### config.mk
export PLATFORM = sky130hd
export DESIGN_NAME = lfsa_cell
export DESIGN_NICKNAME = d
export VERILOG_FILES = /design/src/hw/rtl/lfsa_pkg.sv /design/src/hw/rtl/lfsa_cell.sv
export SDC_FILE = /design/constraint.sdc
export NUM_CORES = 1
export LEC_CHECK = 0
export ABC_AREA = 1
export BUFFER_PORTS_ARGS = -buffer_cell sky130_fd_sc_hd__buf_2
export CELL_PAD_IN_SITES_DETAIL_PLACEMENT = 0
export CELL_PAD_IN_SITES_GLOBAL_PLACEMENT = 2
export CORE_MARGIN = 1.5
export CORE_UTILIZATION = 25
export CTS_BUF_LIST = sky130_fd_sc_hd__clkbuf_4
export DETAILED_ROUTE_END_ITERATION = 12
export PLACE_DENSITY = 0.75
export SETUP_SLACK_MARGIN = 0.15
export SYNTH_ARGS = -nofsm -noshare
export SYNTH_HDL_FRONTEND = slang
export SYNTH_SLANG_ARGS = --single-unit
### constraint.sdc
create_clock -name clock -period 6.2 [get_ports clock]
set_input_delay 0.62 -clock clock [delete_from_list [all_inputs] [get_ports clock]]
set_output_delay 0.62 -clock clock [all_outputs]
set_load 0.01 [all_outputs]
### src/hw/rtl/lfsa_pkg.sv
// ---------------------------------------------------------------------------
// lfsa_pkg
// Shared constants and the word type that moves along the seat chain.
// ---------------------------------------------------------------------------
package lfsa_pkg;

   localparam int SEATS     = 64;
   localparam int TIME_BITS = 32;
   localparam int IN_W      = 32;
   localparam int USE_W     = 16;
   localparam int OUT_W     = 7;
   localparam int CNT_W     = $clog2(SEATS + 1);

   localparam logic [USE_W-1:0] USE_MAX = {USE_W{1'b1}};

   typedef struct packed {
      logic                 valid;
      logic [TIME_BITS-1:0] start;
      logic [TIME_BITS-1:0] stop;
      logic                 claimed;
      logic [CNT_W-1:0]     seat;
      logic [USE_W-1:0]     uses;
      logic [CNT_W-1:0]     open_cnt;
   } word_type;

endpackage

### src/hw/rtl/lfsa_cell.sv
// ---------------------------------------------------------------------------
// lfsa_cell
// One seat: holds busy-until time, use count and open flag, and claims the
// passing word if it is still unplaced and this seat is free or unopened.
// ---------------------------------------------------------------------------
module lfsa_cell
   import lfsa_pkg::*;
(
   input  logic             clock,
   input  logic             reset,
   input  logic             advance,
   input  logic [CNT_W-1:0] cell_num,
   input  word_type         word_i,
   output word_type         word_o,
   output logic             opened
);

   logic                 open_ff, open_in;
   logic [TIME_BITS-1:0] busy_ff, busy_in;
   logic [USE_W-1:0]     uses_ff, uses_in;
   word_type             word_ff, word_in;
   logic                 hit;

   assign hit = word_i.valid && !word_i.claimed && (!open_ff || busy_ff <= word_i.start);

   always_comb begin
      open_in = open_ff;
      busy_in = busy_ff;
      uses_in = uses_ff;
      if (hit) begin
         open_in = 1'b1;
         busy_in = word_i.stop;
         uses_in = (uses_ff == USE_MAX) ? uses_ff : uses_ff + USE_W'(1);
      end
   end

   always_comb begin
      word_in         = word_i;
      word_in.claimed = word_i.claimed || hit;
      if (hit) begin
         word_in.seat = cell_num;
         word_in.uses = uses_in;
      end
      word_in.open_cnt = word_i.open_cnt + CNT_W'(open_in);
   end

   always_ff @(posedge clock) begin
      if (reset) begin
         open_ff       <= 1'b0;
         uses_ff       <= '0;
         word_ff.valid <= 1'b0;
      end else if (advance) begin
         open_ff       <= open_in;
         uses_ff       <= uses_in;
         word_ff.valid <= word_in.valid;
      end
      // payload needs no reset; busy time is only read once the seat is open
      if (advance) begin
         busy_ff          <= busy_in;
         word_ff.start    <= word_in.start;
         word_ff.stop     <= word_in.stop;
         word_ff.claimed  <= word_in.claimed;
         word_ff.seat     <= word_in.seat;
         word_ff.uses     <= word_in.uses;
         word_ff.open_cnt <= word_in.open_cnt;
      end
   end

   assign word_o = word_ff;
   assign opened = open_ff;

endmodule

==> flow_summary.ini, run 1 <==
[run_status]
status = complete, no violations

[cells_and_area]
final_area_um2 = 7890
multi_input_area_um2 = 1720
fill_cells = 2597
nets = 889
layout_commonest_cell = buf_2
area_growth_pct = 26.8
drive_gt1_share_pct = 32.7
final_cell_mix = 201 x buf_2, 135 x nand2_1, 127 x edfxtp_1
seq_area_um2 = 4170
stdcell_count = 1086

[place]
post_dp_cell_area_um2 = 7580
gp_congestion = 0.745
port_buffers = 202
hpwl_um = 11100
post-place-cells = 1053

[critical_path]
cp-endpoint = busy_ff[20]
critical-path-top-delay-family = simple AND/OR/NAND/NOR gates
cp-end-kind = register
slowest_stage = inv_2
regToRegEndpoint = busy_ff[20]
reg2regPathDepth = 9
ff2ff_setup_slack_ns = 3.39
start_kind = register
cp.required_ns = 6.36
crit_path_max_incr_delay_ns = 0.63
critPathLaunch = busy_ff[31]
crit_arrival_ns = 2.96
r2r-start = busy_ff[31]
critical_path.cell_chain = ha_1, nand2_1, nor2_2, nand2_1, nor3b_2, a21oi_1, nand2_4, nand2_2, inv_2
path_depth = 9
worstSetupPathType = reg -> reg
crit_path_frequent_cell = nand2_1
crit_fanout = 37
crit_buf_inv = 1

[grt]
antenna_found_initial = 1
grt_pass1_wl_um = 22600
grt_pass1_vias = 4261
grt_max_degree = 68
grt_overflow = 0
grtUsageTotal_pct = 11.5

[clocking]
h-tree-depth = 4
cts_setup_buffers = 0
post_cts_resized = 0
cts.sinks = 145
clk_path_buf_depth = 2
cts_hold_buf = 0
insertion_delay_ns = 0.54
cts_buffers = 17
path_clk_slew_ns = 0.15
cts_tree = built
root_buffer = clkbuf_4

[die]
ios = 203
dieArea_um2 = 25800
core_area_um2 = 24400
die_w_um = 161
start_util_pct = 25.5
die_y_um = 161
rows = 57

[synth]
seq_area_frac_synth_pct = 67.1
synth_cell_types = 32
yosysWarnings = 0
synth_flop_cell = edfxtp_1
syn_nets = 676
async_reset_ff_share_pct = 0
yosys_register_bits = 145
netlist_area_um2 = 6220
synthCells = 535
synth_edf_count = 127
avgSynthCellArea_um2 = 11.6

[sta]
tns_ns = 0
worst_pin_slew_ns = 0.871
skew_ns = 0.0295
rsz0062_at_grt = no
setup_viol_count_final = 0
relSlewSlack_pct = 42.0
fin_crit_sh_pct = 45.3
clock.fmax_mhz = 356
slew_violations = 0
finalCriticalPeriod_ns = 2.81
timing_hold_violations_final = 0

[route]
drt_iter0_markers = 212
wl_per_cell_um = 13.4
drtAntennaViolNets = 0
vias_per_cell = 3.98
wl_um = 14600
drc_errors = 0
firstDrtPassIters = 4
vias = 4320

[hold_path]
min-delay-path-class = in -> reg
min_path_cells = 1

[power_and_ir_drop]
p_total_mw = 2.01
p_leak_nw = 3.51
powerDensity_nw_per_um2 = 255
peakVddDrop_uv = 98.3

[flow_run]
maxCapViolCount = 0
[how the worst min path moves through the flow]
stage	start	end	slack, ns
global route	word_i[93]	word_o[93]	0.18
global placement	opened	opened	0.48
detailed placement	uses_ff[14]	uses_ff[14]	0.49
finish	word_i[89]	word_o[89]	0.25
floorplan	uses_ff[14]	uses_ff[14]	0.45
CTS	word_i[89]	word_o[89]	0.17
[cell usage after synthesis, drive strengths merged (3+ instances only)]
cell type / n / area share, %
o21a: 3 / 0.36
dfxtp: 18 / 5.8
xor2: 5 / 0.70
ha: 35 / 7.0
a21oi: 29 / 2.3
edfxtp: 127 / 61
nor2: 30 / 1.9
o21ai: 27 / 2.2
clkbuf: 3 / 0.18
nand3: 21 / 1.7
nor3: 9 / 0.99
inv: 70 / 4.2
nand4: 5 / 0.60
buf: 6 / 0.80
nand2: 140 / 8.9
[flip-flops by register name (all words and copies together), names as in the netlist]
name     count
busy_ff     32
opened       1
uses_ff     16
word_o      96
[area by class of cell]
type                    count  share of cell area (%)
diodes                      1                  0.0317
clock buffers              17                    1.62
clock inverters            15                    2.17
inverters                  70                    3.33
multi-input cells         311                    21.8
flip-flops and latches    145                    52.9
well taps                 324                    5.14
repair buffers            203                    12.9
[per-layer routing]
metal / GRT usage [%] / share of wire [%]
met1: 13.8 / 45
met2: 19.3 / 49
met3: 3.41 / 5.6
met4: 4.29 / 1.1
met5: 0 / 0
[per-stage QoR]
stage          hold slack [ns]  utilization, %  setup slack, ns
6_report                 0.253            32.3             3.39
5_1_grt                  0.177            32.3             3.06
3_3_place_gp             0.482            31.1             2.92
2_1_floorplan            0.452               -             3.74
3_5_place_dp             0.488            31.1             2.86
4_1_cts                  0.171            32.3             3.24
[cells by family after synthesis]
kind of cell	count (synthesis)	share of synthesized area (%)
AOI/OAI and AO/OA	60	4.99
buffers and inverters	79	5.21
muxes	2	0.342
and+or+nand+nor	208	14.5
DFF	145	67.1
adders and majority gates	35	7.04
xor gates and xnor gates	6	0.845
[worst register-to-register path, delay by kind of cell (launching register included)]
kind | cells | cell delay, ns
AND/OR/NAND/NOR | 6 | 0.96
buffers and inverters | 1 | 0.63
flip-flops | 1 | 0.39
adder cells (fa/ha/maj) | 1 | 0.30
AO/OA/AOI/OAI | 1 | 0.13
[report_power, final]
part	switching (mW)	internal, mW	total [mW]
clock network	0.387	0.251	0.638
registers	0.0179	1.13	1.15
logic	0.135	0.0875	0.222
total	0.540	1.47	2.01
Power figures use the tool's default switching activity.
==> run 2, diff against run 1 <==
==> constraint.sdc (replaced) <==
create_clock -name clock -period 2.87 [get_ports clock]
set_input_delay 0.287 -clock clock [delete_from_list [all_inputs] [get_ports clock]]
set_output_delay 0.287 -clock clock [all_outputs]
set_load 0.01 [all_outputs]
==> run 2 against run 1 <==
  * Clock skew decreased by 0.0068 ns
  * Utilization increased by 4.2 points
  * Combinational power increased to 2.7 times the previous value
  * Largest cell class unchanged
  * Count of clock-buffer cells in the layout unchanged
  * Register-to-register slack got worse by 2.9 ns
  * Clock power increased by 110%
  * Via count increased by 10%
  * Cell count increased by 9.2%
==> flow_summary.ini, run 2 (synthesized netlist as in run 1, its figures left out) <==
[route]
vias = 4763
wl_um = 15500
firstDrtPassIters = 4
drtAntennaViolNets = 0
wl_per_cell_um = 13.1
drc_errors = 0
vias_per_cell = 4.02
drt_iter0_markers = 270

[sta]
timing_hold_violations_final = 0
tns_ns = 0
fin_crit_sh_pct = 85.1
skew_ns = 0.0226
clock.fmax_mhz = 409
rsz0062_at_grt = no
finalCriticalPeriod_ns = 2.44
relSlewSlack_pct = 59.1
worst_pin_slew_ns = 0.613
slew_violations = 0
setup_viol_count_final = 0

[critical_path]
reg2regPathDepth = 11
ff2ff_setup_slack_ns = 0.47
cp.required_ns = 3.10
regToRegEndpoint = busy_ff[16]
crit_arrival_ns = 2.67
worstSetupPathType = in -> reg
cp-end-kind = register
start_kind = primary input
r2r-start = busy_ff[27]
crit_fanout = 37

[clocking]
path_clk_slew_ns = 0.13
cts.sinks = 145
post_cts_resized = 0
insertion_delay_ns = 0.54
root_buffer = clkbuf_4
cts_setup_buffers = 0
h-tree-depth = 4
cts_buffers = 17
cts_tree = built
cts_hold_buf = 99
clk_path_buf_depth = 2

[die]
die_w_um = 161
die_y_um = 161
start_util_pct = 25.5
rows = 57
dieArea_um2 = 25800
core_area_um2 = 24400
ios = 203

[place]
port_buffers = 202
post_dp_cell_area_um2 = 7640
gp_congestion = 0.717
hpwl_um = 11000

[hold_path]
min-delay-path-class = in -> reg
worstHoldEndpoint = word_o[1]
worstHoldStart = word_i[1]
min_path_cells = 2

[cells_and_area]
largest_reg_flops = 96
nets = 990
drive_gt1_share_pct = 29.1
final_area_um2 = 8920
area_growth_pct = 43.4
seq_area_um2 = 4170
fill_cells = 2464
final_cell_mix = 201 x buf_2, 135 x nand2_1, 127 x edfxtp_1
multi_input_area_um2 = 1720
layout_commonest_cell = buf_2
antenna_cells = 0

[grt]
grt_pass1_wl_um = 24100
grtUsageTotal_pct = 12.1
antenna_found_initial = 0
grt_overflow = 0
grt_pass1_vias = 4726
grt_max_degree = 118

[power_and_ir_drop]
swShare_pct = 26.3
seqPwrFrac_pct = 56.2
powerDensity_nw_per_um2 = 495
internal_power_mw = 3.25
clkPwrFrac_pct = 30.2
comb_power_share_pct = 13.5
p_sw_mw = 1.16
peakVddDrop_uv = 193
p_leak_nw = 3.94

[run_status]
status = complete, no violations

[flow_run]
maxCapViolCount = 0
==> run 2: cell types whose count changed in the layout (fill, tap and decap cells not counted), sizes merged <==
| cell | change |
|---|---|
| buf | +2 |
| clkinv | +2 |
| clkinvlp | +1 |
| diode | -1 |
| dlygate4sd3 | +99 |
| inv | -3 |
==> run 2: worst max path at each step <==
stage                     slack [ns]  cells after the start           to   startpoint
after global routing            0.18                     13  uses_ff[13]  busy_ff[27]
after floorplan                 0.69                      9   busy_ff[0]  busy_ff[31]
after detailed placement        0.36                     13  busy_ff[14]   word_i[90]
after global placement          0.39                     13   busy_ff[7]   word_i[90]
after CTS                       0.41                     11  busy_ff[27]  busy_ff[27]
final                           0.43                     14  busy_ff[16]   word_i[78]
==> run 2: power groups by stage <==
stage / clock, mW / combinational, mW / sequential [mW]
floorplan: 0 / 0.166 / 2.59
global placement: 0 / 0.501 / 2.53
detailed placement: 0 / 0.502 / 2.53
CTS: 1.39 / 0.609 / 2.48
global route: 1.48 / 0.670 / 2.49
finish: 1.33 / 0.597 / 2.48
==> run 2: metrics by stage <==
| stage | std cells | hold WS (ns) | setup WS, ns | power [mW] | util [%] |
|---|---|---|---|---|---|
| finish | 1186 | 0.0617 | 0.427 | 4.41 | 36.6 |
| detailed placement | 1055 | 0.481 | 0.359 | 3.03 | 31.3 |
| global placement | 1055 | 0.479 | 0.394 | 3.03 | 31.3 |
| global route | 1186 | 0.000321 | 0.178 | 4.64 | 36.6 |
| floorplan | 535 | 0.356 | 0.693 | 2.75 | - |
| CTS | 1186 | 0.00844 | 0.411 | 4.48 | 36.6 |
==> run 2: layout make-up <==
cell class	count	area share, %
Clock buffer	17	1.43
Inverter	70	2.95
Timing Repair Buffer	304	23.2
Clock inverter	15	1.80
Tap cell	324	4.55
Multi-Input combinational cell	311	19.3
Sequential cell	145	46.8
==> run 2: worst max-delay path, cell delays in order <==
cell,delay [ns]
dlygate4sd3_1,0.52
buf_2,0.11
inv_1,0.04
ha_1,0.29
a21oi_1,0.20
o21ai_0,0.14
a21oi_1,0.15
nand2_1,0.08
nand2_1,0.06
nand2_1,0.08
nand2_4,0.23
nand2_2,0.14
inv_2,0.09
buf_12,0.21
==> run 2: routing by layer <==
metal / vias to the layer above / track usage (%) / wire [um]
li1: 2451 / - / -
met1: 2173 / 14.6 / 6960
met2: 123 / 21.0 / 7550
met3: 16 / 3.33 / 753
met4: 0 / 4.08 / 275
met5: - / 0 / 0
